File: config.mk
export PLATFORM = sky130hd
export DESIGN_NAME = nffla_ctrl
export DESIGN_NICKNAME = d
export VERILOG_FILES = /design/src/rtl/nffla_pkg.sv /design/src/rtl/nffla_ctrl.sv
export SDC_FILE = /design/constraint.sdc
export NUM_CORES = 1
export LEC_CHECK = 0
export BUFFER_PORTS_ARGS = -buffer_cell sky130_fd_sc_hd__buf_2
export CORE_MARGIN = 4
export CORE_UTILIZATION = 49
export CTS_CLUSTER_SIZE = 30
export DETAILED_ROUTE_END_ITERATION = 10
export GPL_TIMING_DRIVEN = 0
export PLACE_DENSITY = 0.87
export SYNTH_ARGS = -nofsm -noshare
export SYNTH_HDL_FRONTEND = slang
export SYNTH_SLANG_ARGS = --single-unit
File: constraint.sdc
create_clock -name clock -period 2.01 [get_ports clock]
set_input_delay 0.3015 -clock clock [delete_from_list [all_inputs] [get_ports clock]]
set_output_delay 0.3015 -clock clock [all_outputs]
set_load 0.005 [all_outputs]
File: src/rtl/nffla_pkg.sv
// Shared constants, codes and types of the next-fit free-list allocator.
package nffla_pkg;

   localparam int ARENA_UNITS          = 65536;
   localparam int UNIT_W               = 16;
   localparam int SIZE_W               = 17;
   localparam int BYTES_W              = 32;
   localparam int HEADER_BYTES         = 8;
   localparam int HDR_SHIFT            = $clog2(HEADER_BYTES);
   localparam int NUNIT_W              = BYTES_W - HDR_SHIFT + 1;
   localparam int MAX_FREE_EXTENTS_DEF = 64;

   localparam logic [SIZE_W-1:0] MIN_GROWTH   = SIZE_W'(1024);
   localparam logic [SIZE_W-1:0] GROWTH_RESET = SIZE_W'(1024 * 32);
   localparam logic [SIZE_W-1:0] BREAK_LIMIT  = SIZE_W'(ARENA_UNITS - 1);

   localparam logic OP_ALLOC = 1'b0;
   localparam logic OP_FREE  = 1'b1;

   localparam logic [1:0] ST_OK   = 2'd0;
   localparam logic [1:0] ST_OOM  = 2'd1;
   localparam logic [1:0] ST_FULL = 2'd2;

   typedef enum logic [1:0] {
      CTX_ALLOC,
      CTX_GROW,
      CTX_FREE
   } ctx_type;

   typedef enum logic [4:0] {
      DP_NOP,
      DP_ACCEPT,
      DP_WALK_RD,
      DP_WALK_CHK,
      DP_ALLOC_END,
      DP_GROW,
      DP_FREE_CHK,
      DP_PLACE_START,
      DP_PRED_SCAN,
      DP_PLACE_CHK,
      DP_SHD_START,
      DP_SHD_MOVE,
      DP_SHU_START,
      DP_SHU_MOVE,
      DP_SHU_INS,
      DP_PLACE_END,
      DP_RESULT
   } dp_op_type;

   typedef struct packed {
      dp_op_type op;
      ctx_type   ctx;
   } dp_cmd_type;

   typedef struct packed {
      logic free_bad0;
      logic fit;
      logic exact;
      logic at_rover;
      logic grow_fail;
      logic free_bad;
      logic count_gt1;
      logic scan_done;
      logic overlap;
      logic full;
      logic low;
      logic high;
      logic shd_more1;
      logic shd_more2;
      logic shu_start_more;
      logic shu_move_more;
      logic rsp_free;
   } dp_stat_type;

   typedef struct packed {
      logic [UNIT_W-1:0] start;
      logic [SIZE_W-1:0] size;
   } extent_type;

endpackage

File: src/rtl/nffla_ctrl.sv
// Allocator controller: sequences walk, growth, predecessor scan and table shifts.
module nffla_ctrl import nffla_pkg::*; (
   input  logic        clock,
   input  logic        reset,
   input  logic        req_valid,
   input  logic        req_opcode,
   output logic        req_stall,
   input  dp_stat_type stat,
   output dp_cmd_type  cmd
);

   typedef enum logic [3:0] {
      S_IDLE,
      S_WALK_RD,
      S_WALK_CHK,
      S_ALLOC_END,
      S_GROW,
      S_FREE_CHK,
      S_PLACE_START,
      S_PRED_SCAN,
      S_PLACE_CHK,
      S_SHD_START,
      S_SHD_MOVE,
      S_SHU_START,
      S_SHU_MOVE,
      S_SHU_INS,
      S_PLACE_END,
      S_DONE
   } state_type;

   state_type state_ff, state_in;
   ctx_type   ctx_ff, ctx_in;
   state_type after_shd;

   assign req_stall = state_ff != S_IDLE;
   assign after_shd = (ctx_ff == CTX_ALLOC) ? S_ALLOC_END : S_PLACE_END;

   always_comb begin
      cmd.ctx = ctx_ff;
      unique case (state_ff)
         S_IDLE:        cmd.op = req_valid ? DP_ACCEPT : DP_NOP;
         S_WALK_RD:     cmd.op = DP_WALK_RD;
         S_WALK_CHK:    cmd.op = DP_WALK_CHK;
         S_ALLOC_END:   cmd.op = DP_ALLOC_END;
         S_GROW:        cmd.op = DP_GROW;
         S_FREE_CHK:    cmd.op = DP_FREE_CHK;
         S_PLACE_START: cmd.op = DP_PLACE_START;
         S_PRED_SCAN:   cmd.op = DP_PRED_SCAN;
         S_PLACE_CHK:   cmd.op = DP_PLACE_CHK;
         S_SHD_START:   cmd.op = DP_SHD_START;
         S_SHD_MOVE:    cmd.op = DP_SHD_MOVE;
         S_SHU_START:   cmd.op = DP_SHU_START;
         S_SHU_MOVE:    cmd.op = DP_SHU_MOVE;
         S_SHU_INS:     cmd.op = DP_SHU_INS;
         S_PLACE_END:   cmd.op = DP_PLACE_END;
         S_DONE:        cmd.op = stat.rsp_free ? DP_RESULT : DP_NOP;
         default:       cmd.op = DP_NOP;
      endcase
   end

   always_comb begin
      state_in = state_ff;
      ctx_in   = ctx_ff;
      unique case (state_ff)
         S_IDLE: begin
            if (req_valid) begin
               if (req_opcode == OP_ALLOC) begin
                  ctx_in   = CTX_ALLOC;
                  state_in = S_WALK_RD;
               end else begin
                  ctx_in   = CTX_FREE;
                  state_in = stat.free_bad0 ? S_DONE : S_FREE_CHK;
               end
            end
         end
         S_WALK_RD: state_in = S_WALK_CHK;
         S_WALK_CHK: begin
            if (stat.fit) begin
               state_in = stat.exact ? S_SHD_START : S_ALLOC_END;
            end else if (stat.at_rover) begin
               state_in = S_GROW;
            end
         end
         S_ALLOC_END: state_in = S_DONE;
         S_GROW: begin
            if (stat.grow_fail) begin
               state_in = S_DONE;
            end else begin
               ctx_in   = CTX_GROW;
               state_in = S_PLACE_START;
            end
         end
         S_FREE_CHK:    state_in = stat.free_bad ? S_DONE : S_PLACE_START;
         S_PLACE_START: state_in = stat.count_gt1 ? S_PRED_SCAN : S_PLACE_CHK;
         S_PRED_SCAN: begin
            if (stat.scan_done) begin
               state_in = S_PLACE_CHK;
            end
         end
         S_PLACE_CHK: begin
            priority if (stat.overlap || stat.full) begin
               state_in = S_DONE;
            end else if (stat.low && stat.high) begin
               state_in = S_SHD_START;
            end else if (stat.low || stat.high) begin
               state_in = S_PLACE_END;
            end else begin
               state_in = S_SHU_START;
            end
         end
         S_SHD_START: state_in = stat.shd_more1 ? S_SHD_MOVE : after_shd;
         S_SHD_MOVE: begin
            if (!stat.shd_more2) begin
               state_in = after_shd;
            end
         end
         S_SHU_START: state_in = stat.shu_start_more ? S_SHU_MOVE : S_SHU_INS;
         S_SHU_MOVE: begin
            if (!stat.shu_move_more) begin
               state_in = S_SHU_INS;
            end
         end
         S_SHU_INS: state_in = S_PLACE_END;
         S_PLACE_END: begin
            if (ctx_ff == CTX_GROW) begin
               ctx_in   = CTX_ALLOC;
               state_in = S_WALK_RD;
            end else begin
               state_in = S_DONE;
            end
         end
         S_DONE: begin
            if (stat.rsp_free) begin
               state_in = S_IDLE;
            end
         end
         default: state_in = S_IDLE;
      endcase
   end

   always_ff @(posedge clock) begin
      if (reset) begin
         state_ff <= S_IDLE;
         ctx_ff   <= CTX_ALLOC;
      end else begin
         state_ff <= state_in;
         ctx_ff   <= ctx_in;
      end
   end

endmodule

== Word-level counts from Yosys, hierarchy flattened ==
Index checks and enable logic that the tools add are counted.

* Eq/ne operators: 24
* Muxes and demuxes: 29
* Reductions and logical operators: 9

{| class="wikitable"
|+ Operator list
! kind !! number
|-
| 5-bit case mux with 16 select lines || 1
|-
| 4-bit 2-to-1 mux || 16
|-
| 4-bit case mux with 16 select lines || 1
|-
| 4-bit == test (second input constant) || 8
|-
| 4-bit by 3-bit == test with 1-bit output (second input constant) || 4
|-
| 2-bit != test (second input constant) || 7
|-
| 3-bit 2-to-1 mux || 3
|-
| 4-bit by 2-bit == test with 1-bit output (second input constant) || 2
|-
| 2-bit 2-to-1 mux || 4
|-
| 2-bit case mux with 3 select lines || 1
|-
| 6-bit AND reduction || 1
|-
| 5-bit 2-to-1 mux || 1
|-
| 4-bit by 1-bit == test with 1-bit output (second input constant) || 1
|-
| 4-bit zero test || 1
|-
| 4-bit AND reduction || 1
|-
| 4-bit nonzero test || 1
|-
| 3-bit != test (second input constant) || 1
|-
| 3-bit nonzero test || 1
|-
| 2-bit by 1-bit == test with 1-bit output (second input constant) || 1
|-
| 2-bit zero test || 1
|-
| 1-bit logical OR || 2
|-
| 1-bit 2-to-1 mux || 2
|-
| 1-bit logical AND || 1
|}

* Flip-flop bits (word level): 6
* Word-level logic and storage cells: 64

== Depth between registers and ports, before layout ==
Gate-level depths: netlist (run 1).

* Depth in word-level cells: 5
* Depth in mapped cells: 7
* Gate-level depth less buffers: 5

== Worst setup path after synthesis (run 1) ==
No wires, ideal clock.

* Path type: reg-to-reg
* Start: reg state_ff[1]
* End: reg ctx_ff[1]
* Setup time: 70 ps
* Arrival: 1340 ps
* Path slack: 600 ps
* Stages on the path, launching flop included: 6
* Path buffers: 0
* Cells stage by stage: dfxtp_1 -> or2_4 -> o21ai_2 -> o311ai_2 -> or3b_1 -> a21oi_1

* Cells in the longest elaborated chain, start to end: 3
* Elaborated cells on any way between the ends: 9

{| class="wikitable"
|+ RTL lines
! element !! RTL line !! text
|-
| start: declaration || nffla_ctrl.sv:31 || <nowiki>state_type state_ff, state_in;</nowiki>
|-
| start signal: assignment || nffla_ctrl.sv:146 || <nowiki>state_ff <= state_in;</nowiki>
|-
| 4-bit == test (tied with other cells) || nffla_ctrl.sv:64 || <nowiki>unique case (state_ff)</nowiki>
|-
| 2-bit != test (no source line) / 3-bit nonzero test (equally long branches) || n/a ||
|-
| 4-bit AND reduction (no source line) || n/a ||
|-
| end signal: assignment || nffla_ctrl.sv:147 || <nowiki>ctx_ff <= ctx_in;</nowiki>
|-
| end: declaration || nffla_ctrl.sv:32 || <nowiki>ctx_type ctx_ff, ctx_in;</nowiki>
|}

Parallel ways exist; a longest one is shown, timed or not.
A chain may end at the register's enable or synchronous reset.

==> results of run 1 <==
[per-layer routing]
layer	wire (µm)	share of wire, %	track usage [%]
met1	1080	41	24.3
met3	221	8.4	3.01
met2	1310	50	37.3
met4	31	1.2	9.68
met5	0	0	0
[final cells by class]
type                       instances  share of cell area, %
clock buffer                       3                   2.19
buffer                             8                   5.48
inverter                           5                   1.83
multi-input combinational         98                   63.2
sequential                         6                   11.7
timing repair buffer              28                   13.6
tap                               16                   1.95
[flip-flops by register name (all words and copies together) (netlist names)]
| register | cells |
|---|---|
| ctx_ff | 2 |
| state_ff | 4 |
[worst max-delay path, delay by kind of cell, from the launching register on]
kind	cells	cell delay (ns)
XOR/XNOR	1	0.18
buffers and inverters	3	0.70
flip-flops	1	0.36
AND/OR/NAND/NOR	1	0.13
[cells by family (layout without fill, tap and decap cells)]
kind of cell | Yosys count | after routing | synth area share (%)
buf+inv | 13 | 44 | 8.89
fa+ha+maj | 1 | 1 | 1.48
xor+xnor | 3 | 3 | 3.11
flops | 6 | 6 | 14.2
mux | 2 | 2 | 2.37
simple gates | 49 | 49 | 32.1
compound gates | 43 | 43 | 37.8
[path summary, 6_finish.rpt]
check	end	depth (start not counted)
hold reg to reg	ctx_ff[0]	2
setup / recovery	cmd[4]	5
hold / removal	ctx_ff[1]	2
setup reg to reg	state_ff[1]	6
[synthesized netlist by cell type (3+ instances only)]
master,number
nand2_1,10
nor3_1,7
buf_4,4
nor2_1,10
dfxtp_1,6
a21oi_1,16
inv_1,5
a31oi_1,4
buf_2,3
nand2b_1,4
a211oi_1,3
[per-stage QoR]
| stage | std cells | hold slack [ns] |
|---|---|---|
| 3_3_place_gp | 161 | 0.492 |
| 2_1_floorplan | 117 | 0.371 |
| 6_report | 164 | 0.285 |
| 3_5_place_dp | 161 | 0.510 |
| 5_1_grt | 164 | 0.275 |
| 4_1_cts | 164 | 0.284 |
[power by group]
group          internal [mW]  switching [mW]
registers              0.161          0.0505
logic                  0.429           0.624
clock network         0.0678          0.0471
total                  0.658           0.721
==> results by group, run 1 <==
Finish
  – End-of-flow core utilization: 65.9%
  – Area grow syn2layout: 21.6%
  – Antenna Cells: 0
  – FILL cells: about 160
  – Most common cell after layout, fill and taps aside: buf_2
  – Nets: roughly 170
  – Share of layout cells above drive strength 1: 35.1%
  – Multi-input logic area: about 650 µm²
  – Seq. cell area: 120 µm²
  – Fin area: 1030 µm²
  – Most frequent cells in the layout: buf_2, a21oi_1, nor2_1, nand2_1, nor3_1

Logic synthesis
  – Share of Yosys cell area claimed by the top area cell type: 14.2%
  – Ranking of synthesized cells by area: dfxtp_1, a21oi_1, nand2_1
  – Syn Inst Count: 117
  – Synth async-reset ratio: 0%
  – Syn Area/Cell: slightly above 7 µm²
  – Primary FF master, synth: dfxtp_1
  – Distinct cells, synth: 47
  – Netlist Area Pre-Place: roughly 840 µm²
  – Synthesis warning total: 0
  – Syn Nets: between 100 and 150
  – Synth area leader: dfxtp_1
  – Post-synth EDFFs: 0
  – Synth Register Bits: 6
  – Post-synthesis sequential area ratio: approximately 14%

Floorplanning
  – # IOs: 29
  – Starting density of the core: between 50% and 60%
  – CORE AREA: 1560 µm²
  – Row Count: 14
  – Die area: approximately 2500 µm²
  – Chip Height: about 50 µm
  – Die W: roughly 50 µm

Placement
  – Routability congestion estimate: 0.964
  – Post-Place Worst Slack: around 0.37 ns
  – Post-DP Area: approximately 1000 µm²
  – Port Buffer Count: 28
  – Hpwl dp: approximately 2100 µm

Critical path
  – Critical path type: reg -> out
  – Worst Setup SP: state_ff[0]
  – WP data required: 1.71 ns
  – Reg2Reg Launch Point: state_ff[0]
  – Crit-path max cell delay: 0.36 ns
  – FF-to-FF setup slack: ~0.33 ns
  – Max Fanout on Critical Path: 10
  – Crit path arrival time: between 1.5 and 2 ns
  – Critical path's slowest cell: dfxtp_1
  – Startpoint Class: register
  – CP cell instances: buf_2, buf_2, nand2_1, xnor2_1, buf_2
  – Critical Path End Type: output port
  – Crit path top cell by count: buf_2

Clock tree
  – Number of buffers created by CTS: 3
  – Clock-pin slew on the worst setup and hold paths: about 0.05 ns
  – Clock buffer depth: 2
  – Worst-Skew Late Latency: about 0.25 ns
  – CTS tree: done
  – Root Driver: clkbuf_4
  – Htree depth: 1
  – CTS Sinks: 6
  – Hold Buf Count CTS: 0
  – Post-CTS setup buffer count: 0
  – Cts repair resizes: 0

Timing
  – Achievable frequency: between 500 and 600 MHz
  – RSZ-0062 raised after global routing: no
  – Setup TNS: 0 ns
  – Final Max Slew Viols: 0
  – Clock Skew: 0.000665 ns
  – Relative slew slack: between 60% and 70%
  – Worst Tran Pin Value: 0.452 ns
  – Final setup margin: approximately 0.09 ns
  – Finish-stage setup viols: 0
  – Fin crit share: a little over nine tenths
  – Final hold violations: 0
  – Fin crit period: 1.92 ns

Power
  – Power Density: 1340 nW/µm²
  – VDD IR max: around 0.69 mV
  – Static leakage: 0.426 nW
  – Overall power: 1.38 mW

Detailed routing
  – Residual DRC: 0
  – Routed via count: ~1.1k
  – Average wire per standard cell: between 15 and 20 µm
  – DRT Pass-1 Iters: 4
  – Drt via density: 6.40
  – Post-Route WL: 2640 µm
  – Routed Antenna Nets: 0
  – Detailed router's first-iteration violation count: 36

Global route
  – Initial antenna violation count: 0
  – First-pass GRT wire length: around 4000 µm
  – Vias in the first global route: 940
  – Total Routing Usage GR: around a fifth
  – Largest net degree at the start of global routing: 11
  – GRT overflow: 0

Hold path
  – Hold path startpoint: reset
  – Min-delay worst type: in -> reg

Flow run
  – Max-cap violation count: 0

Run status
  – Outcome: complete, no violations
Power figures use the tool's default switching activity.
==> run 2, diff against run 1 <==
--- a/config.mk
+++ b/config.mk
@@ -6,8 +6,10 @@
 export NUM_CORES = 1
 export LEC_CHECK = 0
 export BUFFER_PORTS_ARGS = -buffer_cell sky130_fd_sc_hd__buf_2
+export CELL_PAD_IN_SITES_DETAIL_PLACEMENT = 1
+export CELL_PAD_IN_SITES_GLOBAL_PLACEMENT = 1
 export CORE_MARGIN = 4
-export CORE_UTILIZATION = 49
+export CORE_UTILIZATION = 34
 export CTS_CLUSTER_SIZE = 30
 export DETAILED_ROUTE_END_ITERATION = 10
 export GPL_TIMING_DRIVEN = 0
==> run 2 against run 1 <==
Net effect:
- clock skew up 0.00091 ns
- maximum frequency up 3.9%
- utilization shrank 20 points
- power grew 2.2%
- critical path depth is the same
- hold slack gained 0.024 ns
- first-iteration DRC count grew 36%
- critical endpoint unchanged
- highest routed layer is now met3
==> results by group, run 2 (synthesized netlist as in run 1, its figures left out) <==
Timing
  – Relative slew slack: 74.3%
  – Final Max Slew Viols: 0
  – Fin crit share: between 90 and 100%
  – Achievable frequency: ~540 MHz
  – Worst Tran Pin Value: between 0.3 and 0.4 ns
  – Setup TNS: 0 ns
  – Clock Skew: between 0.0015 and 0.002 ns
  – Fin crit period: roughly 1.8 ns
  – RSZ-0062 raised after global routing: no
  – Finish-stage setup viols: 0
  – Final setup margin: around 0.16 ns
  – Final hold violations: 0

Clock tree
  – CTS tree: done
  – Clock buffer depth: 2
  – Post-CTS setup buffer count: 0
  – Root Driver: clkbuf_4
  – Number of buffers created by CTS: 3
  – CTS Sinks: 6
  – Htree depth: 1
  – Worst-Skew Late Latency: around 0.24 ns
  – Clock-pin slew on the worst setup and hold paths: roughly 0.040 ns

Placement
  – Post-Place Worst Slack: 0.335 ns
  – Dpl cells: approximately 170
  – Port Buffer Count: 28
  – Hpwl dp: ~2400 µm
  – Routability congestion estimate: roughly 0.93

Power
  – Static leakage: 0.426 nW
  – Clock power share: 7.8%
  – Sw Ratio: between 50% and 60%
  – Int Pwr: approximately 0.66 mW
  – Psw: 0.747 mW
  – Power Density: approximately 1300 nW/µm²
  – VDD IR max: approximately 0.62 mV
  – Comb power frac: between 70% and 80%
  – Sequential share of power: roughly 15%

Finish
  – Top reg by flops: state_ff
  – Top Registers: state_ff: 4 flops, ctx_ff: 2 flops
  – Finished Layout Cells: around 180
  – Max FFs per register: 4
  – Antenna Cells: 0
  – Most common cell after layout, fill and taps aside: buf_2
  – Nets: roughly 170
  – Most frequent cells in the layout: buf_2, a21oi_1, nor2_1, nand2_1, nor3_1
  – Share of layout cells above drive strength 1: approximately a third
  – Area grow syn2layout: 23.7%

Critical path
  – Max Fanout on Critical Path: 10
  – FF-to-FF setup slack: about 0.3 ns
  – Reg2reg end: state_ff[2]
  – Cells on worst reg2reg path: 5
  – WP data required: 1.71 ns
  – Reg2Reg Launch Point: state_ff[1]
  – Critical path type: reg -> out
  – Startpoint Class: register
  – Crit path arrival time: 1.55 ns
  – Critical Path End Type: output port

Global route
  – Largest net degree at the start of global routing: 11
  – GRT overflow: 0
  – Initial antenna violation count: 0
  – Routing usage on met1: between 20 and 25%
  – Vias in the first global route: roughly 1000
  – Met2 Track Usage GR: between 30% and 40%
  – First-pass GRT wire length: 4740 µm
  – GRT busiest layer: met2
  – Grt met3 use: between 2 and 2.5%
  – Total Routing Usage GR: 18.0%

Detailed routing
  – Drt via density: slightly below 6
  – Residual DRC: 0
  – DRT Pass-1 Iters: 4
  – Detailed router's first-iteration violation count: between 40 and 50
  – Average wire per standard cell: roughly 17 µm
  – Post-Route WL: approximately 3000 µm
  – Routed Antenna Nets: 0
  – Routed via count: roughly 1.0k

Floorplanning
  – CORE AREA: about 2300 µm²
  – Die area: between 3000 and 4000 µm²
  – Row Count: 17
  – Die W: between 50 and 60 µm
  – Starting density of the core: between 30% and 40%
  – # IOs: 29
  – Chip Height: roughly 58 µm

Hold path
  – Hold Crit Depth: 2
  – Min-delay worst type: in -> reg
  – Hold Path End: ctx_ff[0]
  – Hold path startpoint: reset

Flow run
  – Max-cap violation count: 0

Run status
  – Outcome: complete, no violations
## run 2: timing repair
item,CTS,global route
hold buffers,0,0
resized for setup,0,1
endpoints found under the setup margin,0,1
endpoints found under the hold margin,0,0
## run 2: layout make-up
class,instances,area [µm²]
clock buffers,3,22.5
repair buffers,28,140
well taps,28,35.0
flip-flops and latches,6,120
plain buffers,8,58.8
multi-input cells,98,649
fillers,303,1250
inverters,5,18.8
## run 2: worst max path at each step
stage | start | endpoint | depth (start not counted) | slack [ns]
floorplan | state_ff[1] | ctx_ff[1] | 5 | 0.60
global placement | state_ff[0] | state_ff[3] | 6 | 0.42
detailed placement | state_ff[0] | state_ff[2] | 6 | 0.33
CTS | state_ff[0] | cmd[4] | 5 | 0.1
global route | state_ff[0] | cmd[4] | 5 | 0.04
finish | state_ff[0] | cmd[4] | 5 | 0.16
## run 2: per-stage QoR
step	power (mW)	util, %	hold WS (ns)	instance area [µm²]
6_report	1.41	45.5	0.309	1040
5_1_grt	1.51	45.5	0.312	1040
4_1_cts	1.39	45.4	0.298	1040
3_5_place_dp	1.28	44.4	0.512	1020
3_3_place_gp	1.24	44.4	0.500	1020
2_1_floorplan	0.962	-	0.371	845
## run 2: worst max-delay path, stage by stage (launching register included)
cell and delay, ns:
dfxtp_1 0.36, clkbuf_4 0.25, buf_2 0.26, nand2_1 0.13, xnor2_1 0.15, buf_2 0.14
## run 2: per-layer routing
metal / routed length (µm) / share of wire [%]
met4: 0 / 0
met5: 0 / 0
met1: 1310 / 44
met2: 1520 / 51
met3: 161 / 5.4
## run 2: power by group through the flow
stage                     sequential (mW)  clock, mW  combinational [mW]
after global placement              0.208          0                1.03
after floorplan                     0.201          0               0.760
final                               0.212      0.110                1.09
after CTS                           0.212      0.113                1.07
after detailed placement            0.214          0                1.06
after global routing                0.223      0.118                1.17
